**src/rtl/bblf_pkg.sv**
```systemverilog
`timescale 1ns / 1ps
// Shared types and constants of the box blur line filter.
// Used by every module of the block; depends on nothing.
package bblf_pkg;

    localparam int PIX_W      = 8;
    localparam int RAD_W      = 6;
    localparam int MAX_RADIUS = 63;
    localparam int RING_AW    = RAD_W + 1;
    localparam int RING_DEPTH = 2 ** RING_AW;
    localparam int POS_W      = RAD_W + 2;
    localparam int POS_CAP    = 2 * MAX_RADIUS + 2;
    localparam int SUM_W      = 15;
    localparam int REM_W      = SUM_W + 2;
    localparam int STEP_W     = $clog2(PIX_W);

    typedef struct packed {
        logic [PIX_W-1:0] pixel_in;
        logic             last_in_line;
    } bblf_in_t;

    typedef struct packed {
        logic [PIX_W-1:0] pixel_out;
        logic             last_out;
    } bblf_out_t;

    typedef struct packed {
        logic [PIX_W-1:0] pixel;
        logic             last;
        logic [POS_W-1:0] pos;
        logic [RAD_W-1:0] rad;
        logic             rebuild;
    } bblf_cmd_t;

    typedef struct packed {
        logic             start;
        logic [SUM_W-1:0] sum;
        logic [RAD_W-1:0] rad;
    } bblf_div_req_t;

    typedef struct packed {
        logic             done;
        logic [PIX_W-1:0] quo;
    } bblf_div_rsp_t;

    typedef enum logic [2:0] {
        ST_IDLE,
        ST_INIT,
        ST_SLIDE,
        ST_REBUILD,
        ST_LAGCHK,
        ST_DIV,
        ST_PUSH,
        ST_STEP
    } bblf_state_t;

endpackage

```
**src/rtl/bblf_front.sv**
```systemverilog
`timescale 1ns / 1ps
// Front end: accepts pixels, tracks the position in the line and holds the radius register.
// Depends on bblf_pkg.
module bblf_front (
    input  logic                          aclk,
    input  logic                          aresetn,
    input  logic                          s_valid,
    output logic                          s_ready,
    input  bblf_pkg::bblf_in_t            s_data,
    input  logic                          cfg_valid,
    output logic                          cfg_ready,
    input  logic [bblf_pkg::RAD_W-1:0]    cfg_data,
    output logic                          push,
    output bblf_pkg::bblf_cmd_t           cmd,
    input  logic                          full
);
    import bblf_pkg::*;

    logic [RAD_W-1:0] radius_reg, radius_next;
    logic [POS_W-1:0] pos_reg, pos_next;
    logic             rebuild_reg, rebuild_next;
    logic [RAD_W-1:0] rad_clamped;
    logic             accept;

    assign s_ready   = !full;
    assign cfg_ready = 1'b1;
    assign accept    = s_valid && !full;
    assign push      = accept;

    assign rad_clamped = (radius_reg > RAD_W'(MAX_RADIUS)) ? RAD_W'(MAX_RADIUS) : radius_reg;

    always_comb begin
        cmd.pixel   = s_data.pixel_in;
        cmd.last    = s_data.last_in_line;
        cmd.pos     = pos_reg;
        cmd.rad     = rad_clamped;
        cmd.rebuild = rebuild_reg;
    end

    always_comb begin
        radius_next  = radius_reg;
        pos_next     = pos_reg;
        rebuild_next = rebuild_reg;
        if (accept) begin
            rebuild_next = 1'b0;
            if (s_data.last_in_line) begin
                pos_next = '0;
            end else if (pos_reg < POS_W'(POS_CAP)) begin
                pos_next = pos_reg + 1'b1;
            end
        end
        if (cfg_valid) begin
            radius_next  = cfg_data;
            rebuild_next = 1'b1;
        end
    end

    always_ff @(posedge aclk) begin
        if (!aresetn) begin
            radius_reg  <= RAD_W'(1);
            pos_reg     <= '0;
            rebuild_reg <= 1'b0;
        end else begin
            radius_reg  <= radius_next;
            pos_reg     <= pos_next;
            rebuild_reg <= rebuild_next;
        end
    end

endmodule

```
**src/rtl/bblf_queue.sv**
```systemverilog
`timescale 1ns / 1ps
// Short request queue between the front end and the back end.
// Depends on bblf_pkg.
module bblf_queue #(
    parameter int DEPTH = 4
) (
    input  logic                aclk,
    input  logic                aresetn,
    input  logic                push,
    input  bblf_pkg::bblf_cmd_t push_data,
    output logic                full,
    input  logic                pop,
    output bblf_pkg::bblf_cmd_t pop_data,
    output logic                empty
);
    import bblf_pkg::*;

    localparam int PTR_W = $clog2(DEPTH);
    localparam int CNT_W = $clog2(DEPTH + 1);

    bblf_cmd_t        store_reg [DEPTH];
    logic [PTR_W-1:0] wr_ptr_reg, wr_ptr_next;
    logic [PTR_W-1:0] rd_ptr_reg, rd_ptr_next;
    logic [CNT_W-1:0] count_reg, count_next;
    logic             do_push, do_pop;

    assign full     = (count_reg == CNT_W'(DEPTH));
    assign empty    = (count_reg == '0);
    assign do_push  = push && !full;
    assign do_pop   = pop && !empty;
    assign pop_data = store_reg[rd_ptr_reg];

    always_comb begin
        wr_ptr_next = wr_ptr_reg;
        rd_ptr_next = rd_ptr_reg;
        count_next  = count_reg;
        if (do_push) begin
            wr_ptr_next = (wr_ptr_reg == PTR_W'(DEPTH - 1)) ? '0 : wr_ptr_reg + 1'b1;
        end
        if (do_pop) begin
            rd_ptr_next = (rd_ptr_reg == PTR_W'(DEPTH - 1)) ? '0 : rd_ptr_reg + 1'b1;
        end
        if (do_push && !do_pop) begin
            count_next = count_reg + 1'b1;
        end else if (do_pop && !do_push) begin
            count_next = count_reg - 1'b1;
        end
    end

    always_ff @(posedge aclk) begin
        if (do_push) begin
            store_reg[wr_ptr_reg] <= push_data;
        end
    end

    always_ff @(posedge aclk) begin
        if (!aresetn) begin
            wr_ptr_reg <= '0;
            rd_ptr_reg <= '0;
            count_reg  <= '0;
        end else begin
            wr_ptr_reg <= wr_ptr_next;
            rd_ptr_reg <= rd_ptr_next;
            count_reg  <= count_next;
        end
    end

endmodule

```
**src/rtl/bblf_div.sv**
```systemverilog
`timescale 1ns / 1ps
// Restoring divider that turns a window sum into its rounded mean, one quotient bit per cycle.
// Depends on bblf_pkg.
module bblf_div (
    input  logic                    aclk,
    input  logic                    aresetn,
    input  bblf_pkg::bblf_div_req_t req,
    output bblf_pkg::bblf_div_rsp_t rsp
);
    import bblf_pkg::*;

    logic [REM_W-1:0]  rem_reg, rem_next;
    logic [SUM_W-1:0]  dvs_reg, dvs_next;
    logic [PIX_W-1:0]  quo_reg, quo_next;
    logic [STEP_W-1:0] step_reg, step_next;
    logic              busy_reg, busy_next;
    logic              done_reg, done_next;
    logic [RAD_W:0]    den;
    logic [RAD_W+1:0]  den2;
    logic              ge;

    // The rounded mean is (2*sum + D) / (2*D) with D = 2*radius + 1.
    assign den  = {req.rad, 1'b1};
    assign den2 = {req.rad, 2'b10};
    assign ge   = rem_reg >= REM_W'(dvs_reg);

    always_comb begin
        rem_next  = rem_reg;
        dvs_next  = dvs_reg;
        quo_next  = quo_reg;
        step_next = step_reg;
        busy_next = busy_reg;
        done_next = 1'b0;
        if (req.start) begin
            rem_next  = (REM_W'(req.sum) << 1) + REM_W'(den);
            dvs_next  = SUM_W'(den2) << (PIX_W - 1);
            step_next = STEP_W'(PIX_W - 1);
            busy_next = 1'b1;
        end else if (busy_reg) begin
            rem_next  = ge ? rem_reg - REM_W'(dvs_reg) : rem_reg;
            dvs_next  = dvs_reg >> 1;
            quo_next  = {quo_reg[PIX_W-2:0], ge};
            step_next = step_reg - 1'b1;
            if (step_reg == '0) begin
                busy_next = 1'b0;
                done_next = 1'b1;
            end
        end
    end

    always_ff @(posedge aclk) begin
        rem_reg  <= rem_next;
        dvs_reg  <= dvs_next;
        quo_reg  <= quo_next;
        step_reg <= step_next;
    end

    always_ff @(posedge aclk) begin
        if (!aresetn) begin
            busy_reg <= 1'b0;
            done_reg <= 1'b0;
        end else begin
            busy_reg <= busy_next;
            done_reg <= done_next;
        end
    end

    assign rsp.done = done_reg;
    assign rsp.quo  = quo_reg;

endmodule

```
**src/rtl/bblf_back.sv**
```systemverilog
`timescale 1ns / 1ps
// Back end: pixel ring memory, running window sum, flush sequencer and output register.
// Depends on bblf_pkg; works with bblf_div.
module bblf_back (
    input  logic                    aclk,
    input  logic                    aresetn,
    input  logic                    empty,
    output logic                    pop,
    input  bblf_pkg::bblf_cmd_t     cmd,
    output bblf_pkg::bblf_div_req_t div_req,
    input  bblf_pkg::bblf_div_rsp_t div_rsp,
    output logic                    m_valid,
    input  logic                    m_ready,
    output bblf_pkg::bblf_out_t     m_data
);
    import bblf_pkg::*;

    bblf_state_t        state_reg, state_next;
    bblf_cmd_t          cmd_reg, cmd_next;
    logic [PIX_W-1:0]   first_reg, first_next;
    logic [RING_AW-1:0] head_reg, head_next;
    logic [SUM_W-1:0]   sum_reg, sum_next;
    logic [RAD_W-1:0]   lag_reg, lag_next;
    logic [RING_AW-1:0] cnt_reg, cnt_next;
    logic               out_valid_reg, out_valid_next;
    bblf_out_t          out_data_reg, out_data_next;

    logic [PIX_W-1:0]   ring_mem [RING_DEPTH];
    logic [PIX_W-1:0]   rd_q_reg;
    logic               mem_we;
    logic [RING_AW-1:0] mem_wa, mem_ra;

    logic [RING_AW-1:0] head_inc, span_odd, far_back, in_span, rb_limit;
    logic               slot_free, emit_ok, rebuild_done;
    logic [PIX_W-1:0]   add_val, sub_val;
    logic [SUM_W:0]     sum_wide;
    logic [SUM_W-1:0]   init_sum;

    assign head_inc     = head_reg + 1'b1;
    assign span_odd     = {cmd_reg.rad, 1'b1};
    assign in_span      = {cmd.rad, 1'b1};
    assign far_back     = RING_AW'(lag_reg) + RING_AW'(cmd_reg.rad);
    assign rb_limit     = {cmd_reg.rad, 1'b0};
    assign rebuild_done = cnt_reg > rb_limit;
    assign slot_free    = !out_valid_reg || m_ready;
    assign emit_ok      = cmd_reg.last ? (POS_W'(lag_reg) <= cmd_reg.pos)
                                       : (cmd_reg.pos >= POS_W'(cmd_reg.rad));
    assign init_sum     = SUM_W'(span_odd) * SUM_W'(first_reg);

    always_comb begin
        add_val = cmd_reg.pixel;
        sub_val = '0;
        case (state_reg)
            ST_SLIDE: begin
                sub_val = (cmd_reg.pos <= POS_W'(span_odd)) ? first_reg : rd_q_reg;
            end
            ST_STEP: begin
                sub_val = (POS_W'(far_back) >= cmd_reg.pos) ? first_reg : rd_q_reg;
            end
            ST_REBUILD: begin
                add_val = (POS_W'(cnt_reg) >= cmd_reg.pos) ? first_reg : rd_q_reg;
            end
            default: begin
                sub_val = '0;
            end
        endcase
    end

    assign sum_wide = (SUM_W + 1)'(sum_reg) + (SUM_W + 1)'(add_val) - (SUM_W + 1)'(sub_val);

    always_comb begin
        case (state_reg)
            ST_IDLE: begin
                mem_ra = head_inc - (cmd.rebuild ? RING_AW'(1) : in_span);
            end
            ST_REBUILD: begin
                mem_ra = head_reg - (cnt_reg + 1'b1);
            end
            default: begin
                mem_ra = head_reg - far_back;
            end
        endcase
    end

    always_comb begin
        state_next = state_reg;
        case (state_reg)
            ST_IDLE: begin
                if (!empty) begin
                    if (cmd.pos == '0) begin
                        state_next = ST_INIT;
                    end else if (cmd.rebuild) begin
                        state_next = ST_REBUILD;
                    end else begin
                        state_next = ST_SLIDE;
                    end
                end
            end
            ST_INIT: begin
                state_next = ST_LAGCHK;
            end
            ST_SLIDE: begin
                state_next = ST_LAGCHK;
            end
            ST_REBUILD: begin
                if (rebuild_done) begin
                    state_next = ST_LAGCHK;
                end
            end
            ST_LAGCHK: begin
                if (emit_ok) begin
                    state_next = ST_DIV;
                end else if (cmd_reg.last) begin
                    state_next = ST_STEP;
                end else begin
                    state_next = ST_IDLE;
                end
            end
            ST_DIV: begin
                if (div_rsp.done) begin
                    state_next = ST_PUSH;
                end
            end
            ST_PUSH: begin
                if (slot_free) begin
                    state_next = (cmd_reg.last && lag_reg != '0) ? ST_STEP : ST_IDLE;
                end
            end
            ST_STEP: begin
                state_next = ST_LAGCHK;
            end
            default: begin
                state_next = ST_IDLE;
            end
        endcase
    end

    always_comb begin
        pop            = 1'b0;
        mem_we         = 1'b0;
        mem_wa         = head_inc;
        cmd_next       = cmd_reg;
        first_next     = first_reg;
        head_next      = head_reg;
        sum_next       = sum_reg;
        lag_next       = lag_reg;
        cnt_next       = cnt_reg;
        out_valid_next = out_valid_reg && !m_ready;
        out_data_next  = out_data_reg;
        div_req.start  = 1'b0;
        div_req.sum    = sum_reg;
        div_req.rad    = cmd_reg.rad;
        case (state_reg)
            ST_IDLE: begin
                if (!empty) begin
                    pop       = 1'b1;
                    mem_we    = 1'b1;
                    cmd_next  = cmd;
                    head_next = head_inc;
                    lag_next  = cmd.rad;
                    cnt_next  = RING_AW'(1);
                    if (cmd.pos == '0) begin
                        first_next = cmd.pixel;
                    end
                    if (cmd.rebuild) begin
                        sum_next = SUM_W'(cmd.pixel);
                    end
                end
            end
            ST_INIT: begin
                sum_next = init_sum;
            end
            ST_SLIDE: begin
                sum_next = sum_wide[SUM_W-1:0];
            end
            ST_REBUILD: begin
                if (!rebuild_done) begin
                    sum_next = sum_wide[SUM_W-1:0];
                    cnt_next = cnt_reg + 1'b1;
                end
            end
            ST_LAGCHK: begin
                div_req.start = emit_ok;
            end
            ST_PUSH: begin
                if (slot_free) begin
                    out_valid_next          = 1'b1;
                    out_data_next.pixel_out = div_rsp.quo;
                    out_data_next.last_out  = cmd_reg.last && (lag_reg == '0);
                end
            end
            ST_STEP: begin
                sum_next = sum_wide[SUM_W-1:0];
                lag_next = lag_reg - 1'b1;
            end
            default: begin
                pop = 1'b0;
            end
        endcase
    end

    always_ff @(posedge aclk) begin
        if (mem_we) begin
            ring_mem[mem_wa] <= cmd.pixel;
        end
        rd_q_reg <= ring_mem[mem_ra];
    end

    always_ff @(posedge aclk) begin
        cmd_reg      <= cmd_next;
        first_reg    <= first_next;
        sum_reg      <= sum_next;
        lag_reg      <= lag_next;
        cnt_reg      <= cnt_next;
        out_data_reg <= out_data_next;
    end

    always_ff @(posedge aclk) begin
        if (!aresetn) begin
            state_reg     <= ST_IDLE;
            head_reg      <= '0;
            out_valid_reg <= 1'b0;
        end else begin
            state_reg     <= state_next;
            head_reg      <= head_next;
            out_valid_reg <= out_valid_next;
        end
    end

    assign m_valid = out_valid_reg;
    assign m_data  = out_data_reg;

endmodule

```
**src/rtl/box_blur_line_filter.sv**
```systemverilog
`timescale 1ns / 1ps
// Top level of the box blur line filter: front end, request queue, back end and divider.
// Depends on bblf_pkg, bblf_front, bblf_queue, bblf_div and bblf_back.
//
// Pixels of a line enter on the s_ channel, the last one flagged by last_in_line.
// Blurred pixels leave on the m_ channel in the same order, the final one of each
// line flagged by last_out. The cfg_ channel writes the radius; it is always ready
// and must only be written while no pixel is in flight.
// The front end takes one pixel per cycle into a queue of QUEUE_DEPTH requests, so
// s_ready drops only when that queue is full.
// For a pixel that yields a result, the back end takes it, updates the running window
// sum and checks the lag, then runs the eight-step divider and loads the output register.
// It finishes one pixel before it takes the next from the queue. A pixel that yields no
// result returns to idle after the lag check. The last pixel of a line yields up to
// radius+1 results; each one after the first steps the window back, checks the lag again
// and runs the divider. A pixel in mid-line after a radius write first rebuilds the sum.
// A stalled m_ready holds the result in the output register; the back end then
// waits and the queue keeps taking pixels until it fills.
// Reset clears the queue, the line position and the output valid flag and sets the
// radius to 1; the ring memory needs no clearing.
module box_blur_line_filter #(
    parameter int QUEUE_DEPTH = 4
) (
    input  logic                       aclk,
    input  logic                       aresetn,
    input  logic                       s_valid,
    output logic                       s_ready,
    input  bblf_pkg::bblf_in_t         s_data,
    output logic                       m_valid,
    input  logic                       m_ready,
    output bblf_pkg::bblf_out_t        m_data,
    input  logic                       cfg_valid,
    output logic                       cfg_ready,
    input  logic [bblf_pkg::RAD_W-1:0] cfg_data
);
    import bblf_pkg::*;

    bblf_cmd_t     push_cmd, pop_cmd;
    logic          push, pop, full, empty;
    bblf_div_req_t div_req;
    bblf_div_rsp_t div_rsp;

    bblf_front u_front (
        .aclk      (aclk),
        .aresetn   (aresetn),
        .s_valid   (s_valid),
        .s_ready   (s_ready),
        .s_data    (s_data),
        .cfg_valid (cfg_valid),
        .cfg_ready (cfg_ready),
        .cfg_data  (cfg_data),
        .push      (push),
        .cmd       (push_cmd),
        .full      (full)
    );

    bblf_queue #(
        .DEPTH (QUEUE_DEPTH)
    ) u_queue (
        .aclk      (aclk),
        .aresetn   (aresetn),
        .push      (push),
        .push_data (push_cmd),
        .full      (full),
        .pop       (pop),
        .pop_data  (pop_cmd),
        .empty     (empty)
    );

    bblf_div u_div (
        .aclk    (aclk),
        .aresetn (aresetn),
        .req     (div_req),
        .rsp     (div_rsp)
    );

    bblf_back u_back (
        .aclk    (aclk),
        .aresetn (aresetn),
        .empty   (empty),
        .pop     (pop),
        .cmd     (pop_cmd),
        .div_req (div_req),
        .div_rsp (div_rsp),
        .m_valid (m_valid),
        .m_ready (m_ready),
        .m_data  (m_data)
    );

endmodule

```
**config.mk**
```make
export PLATFORM = sky130hd
export DESIGN_NAME = box_blur_line_filter
export DESIGN_NICKNAME = d
export VERILOG_FILES = /design/src/rtl/bblf_pkg.sv /design/src/rtl/bblf_front.sv /design/src/rtl/bblf_queue.sv /design/src/rtl/bblf_div.sv /design/src/rtl/bblf_back.sv /design/src/rtl/box_blur_line_filter.sv
export SDC_FILE = /design/constraint.sdc
export NUM_CORES = 2
export LEC_CHECK = 0
export ABC_AREA = 1
export BUFFER_PORTS_ARGS = -buffer_cell sky130_fd_sc_hd__buf_2
export CORE_MARGIN = 4
export CORE_UTILIZATION = 45
export CTS_CLUSTER_DIAMETER = 200
export DETAILED_ROUTE_END_ITERATION = 8
export GPL_TIMING_DRIVEN = 0
export SETUP_SLACK_MARGIN = 0.2
export SYNTH_ARGS = -nofsm -noshare
export SYNTH_HDL_FRONTEND = slang
export SYNTH_HIERARCHICAL = 1
export SYNTH_SLANG_ARGS = --single-unit
```
**constraint.sdc**
```tcl
create_clock -name aclk -period 6.9 [get_ports aclk]
set_input_delay 1.38 -clock aclk [delete_from_list [all_inputs] [get_ports aclk]]
set_output_delay 1.38 -clock aclk [all_outputs]
set_load 0.02 [all_outputs]
```
==> results_dict.tcl <==
set metrics [dict create \
    status "finished with violations" \
    failed_checks "capacitance limit, slew limit" \
    antenna_found_initial 6 \
    fin_crit_ps 6150 \
    wl_um 202000 \
    final_cell_area_um2 69800 \
    die_area_um2 144000 \
    synth.most_common_cell "nand2_1" \
    worstSetupPathType "reg2reg" \
    drt_iter0_markers 5938 \
    row_count 135 \
    critPathCaptureType "flip-flop" \
    fin_crit_sh_pct 89.1 \
    num_vias 46800 \
    dp_hpwl_um 145000 \
    path_max_fanout 10 \
    largest_reg_flops 1024 \
    cts_buffer_depth 3 \
    routed_via_density 5.51 \
    hold_viol 0 \
    syn-num-nets 6603 \
    synth_seq_area_share_pct 60.8 \
    ant_nets 0 \
    track_usage_pct 27.9 \
    wl_per_cell_um 23.7 \
    cts-hold-fix-buffers 0 \
    synth_top_family_by_area "simple AND/OR/NAND/NOR gates" \
    finalNetCount 6807 \
    ys_ff_latch 1276 \
    synth_fa_ha_area_share_pct 4.10 \
    finalSetupViolations 0 \
    synth-compound-area-share_pct 3.16 \
    syn2layout_area_growth_pct 12.5 \
    hold_path_class "reg2reg" \
    yosysTopAreaCellShare_pct 59.0 \
    synth_area_leaders "edfxtp_1 59%, nand3_1 9.9%, nand2_1 8.3%" \
    drv_slew 11 \
    slew_headroom_pct -8.91 \
    postCtsSetupRepairBufs 0 \
    initial_core_util_pct 45.6 \
    die_y_um 379 \
    synth_area_um2 62000 \
    grt_pass1_wl_um 290000 \
    grt-ovfl-total 0 \
    tritoncts "built" \
    synth_warnings 6 \
    grt_setup_unrepaired "false" \
    synth_xor_xnor_area_share_pct 0.508 \
    grt_max_degree 34 \
    synthTopCellsByCount "1372 x nand2_1, 1281 x inv_1, 1231 x nand3_1" \
    numCtsBuffers 141 \
    yosysUniqueCellTypes 50 \
    drc_errors 0 \
    fmax_ghz 0.163 \
    cts_max_level 4 \
    gp_congestion 0.973 \
    required_ps 7430 \
    avgSynthCellArea_um2 9.69 \
    ys.flop_type "edfxtp_1" \
    setup_tns_ps 0 \
    muxShareOfSynthArea_pct 0 \
    async_reset_ff_share_pct 0 \
    ctsResizeCount 0 \
    start_kind "flip-flop" \
    synth_top_area_cell "edfxtp_1" \
    chipWidth_um 379 \
    core_um2 136000 \
    synthSimpleGateAreaFrac_pct 21.0 \
    ioPinCount 32 \
    drive_gt1_share_pct 8.58 \
    clock_sinks 1276 \
    finalClockSkew_ps 22.5 \
    io_buffers 22 \
    synth-edff-count 1219 \
    tightestPinTransition_ps 1630 \
    fin_hold_ws_ps 417 \
    syn_inst 6405 \
    first_pass_iters 7 \
    cp.arrival_ps 6680 \
    maxCapViolCount 1 \
    path_clk_slew_ps 60 \
    insertion_delay_ps 770 \
    grt_pass1_vias 43500 \
    root_buffer "clkbuf_16" \
    placed_area_um2 65300 \
]
per-stage QoR:
step	util, %	instances	setup slack (ps)
finish	51.2	8498	753
floorplan	-	6405	1820
global placement	47.3	8208	-4300
detailed placement	48.0	8246	631
global route	51.2	8496	375
CTS	51.2	8495	631
cells by family after synthesis:
kind of cell / count (synthesis)
compound gates: 332
xor+xnor: 36
fa+ha+maj: 178
buf+inv: 1604
flops: 1276
other cells: 1
simple gates: 2978
layer usage:
| layer | part of all wire, % | track usage (%) | up-vias |
|---|---|---|---|
| met2 | 44 | 42.4 | 2558 |
| met3 | 11 | 5.72 | 466 |
| met4 | 4.8 | 12.4 | 2 |
| li1 | - | - | 21400 |
| met1 | 40 | 38.8 | 22400 |
| met5 | 0.020 | 0 | - |
critical path: stages, from the launching register on:
cell,delay [ps]
edfxtp_1,640
ha_1,350
fa_1,410
nand3_1,100
nand3_1,120
a21oi_1,190
o21bai_1,130
ha_1,300
nand2_1,70
nor2_1,140
nand4_1,130
o2111ai_2,240
clkbuf_1,390
o21ai_0,120
o21ai_0,220
inv_1,80
fa_1,430
ha_1,350
nand2_1,60
nand2_1,60
a31oi_1,50
o21ai_0,580
a21o_1,230
a21boi_0,110
or2_2,290
nand2_1,70
nand2_1,40
area by class of cell:
cell class	instances	area [um^2]
Tap cell	1781	2230
Timing Repair Buffer	61	983
Fill cell	12300	66400
Antenna cell	2	5.00
Clock inverter	73	717
Inverter	1299	4880
Multi-Input combinational cell	3525	18000
Clock buffer	176	3680
Buffer	305	1540
Sequential cell	1276	37700
path summary, 6_finish.rpt:
| kind | from | endpoint | slack, ps | cells past startpoint |
|---|---|---|---|---|
| worst max-delay path | u_back/div_req[0] | u_back/sum_reg[11] | 750 | 26 |
| worst min-delay path | u_div/quo_reg[7] | u_back/m_data[8] | 420 | 0 |
| worst max register to register | u_back/div_req[0] | u_back/sum_reg[11] | 750 | 26 |
| worst min register to register | u_div/quo_reg[7] | u_back/m_data[8] | 420 | 0 |
layout by cell type (no fill, tap or decap), types with 13 or more instances in the layout:
cell | Yosys | layout
buf_2 | 188 | 211
buf_12 | 0 | 24
clkbuf_1 | 76 | 109
o211ai_1 | 23 | 23
buf_16 | 0 | 14
o21ai_0 | 140 | 140
nor2_1 | 270 | 264
fa_1 | 42 | 42
nor2_2 | 24 | 26
a21oi_1 | 102 | 102
nand4_1 | 13 | 13
nand2_1 | 1372 | 1372
dfxtp_1 | 57 | 57
inv_1 | 1281 | 1281
xnor2_1 | 13 | 13
clkbuf_16 | 0 | 142
edfxtp_1 | 1219 | 1219
nand3_1 | 1231 | 1231
clkinv_2 | 0 | 18
ha_1 | 136 | 136
o22ai_2 | 20 | 13
clkinv_1 | 5 | 32
buf_4 | 34 | 35
inv_2 | 13 | 13
xor2_1 | 23 | 23
nand3b_1 | 17 | 17
Power is not shown: default switching activity piles up to over one toggle a cycle in this logic, so the estimate is an artifact.
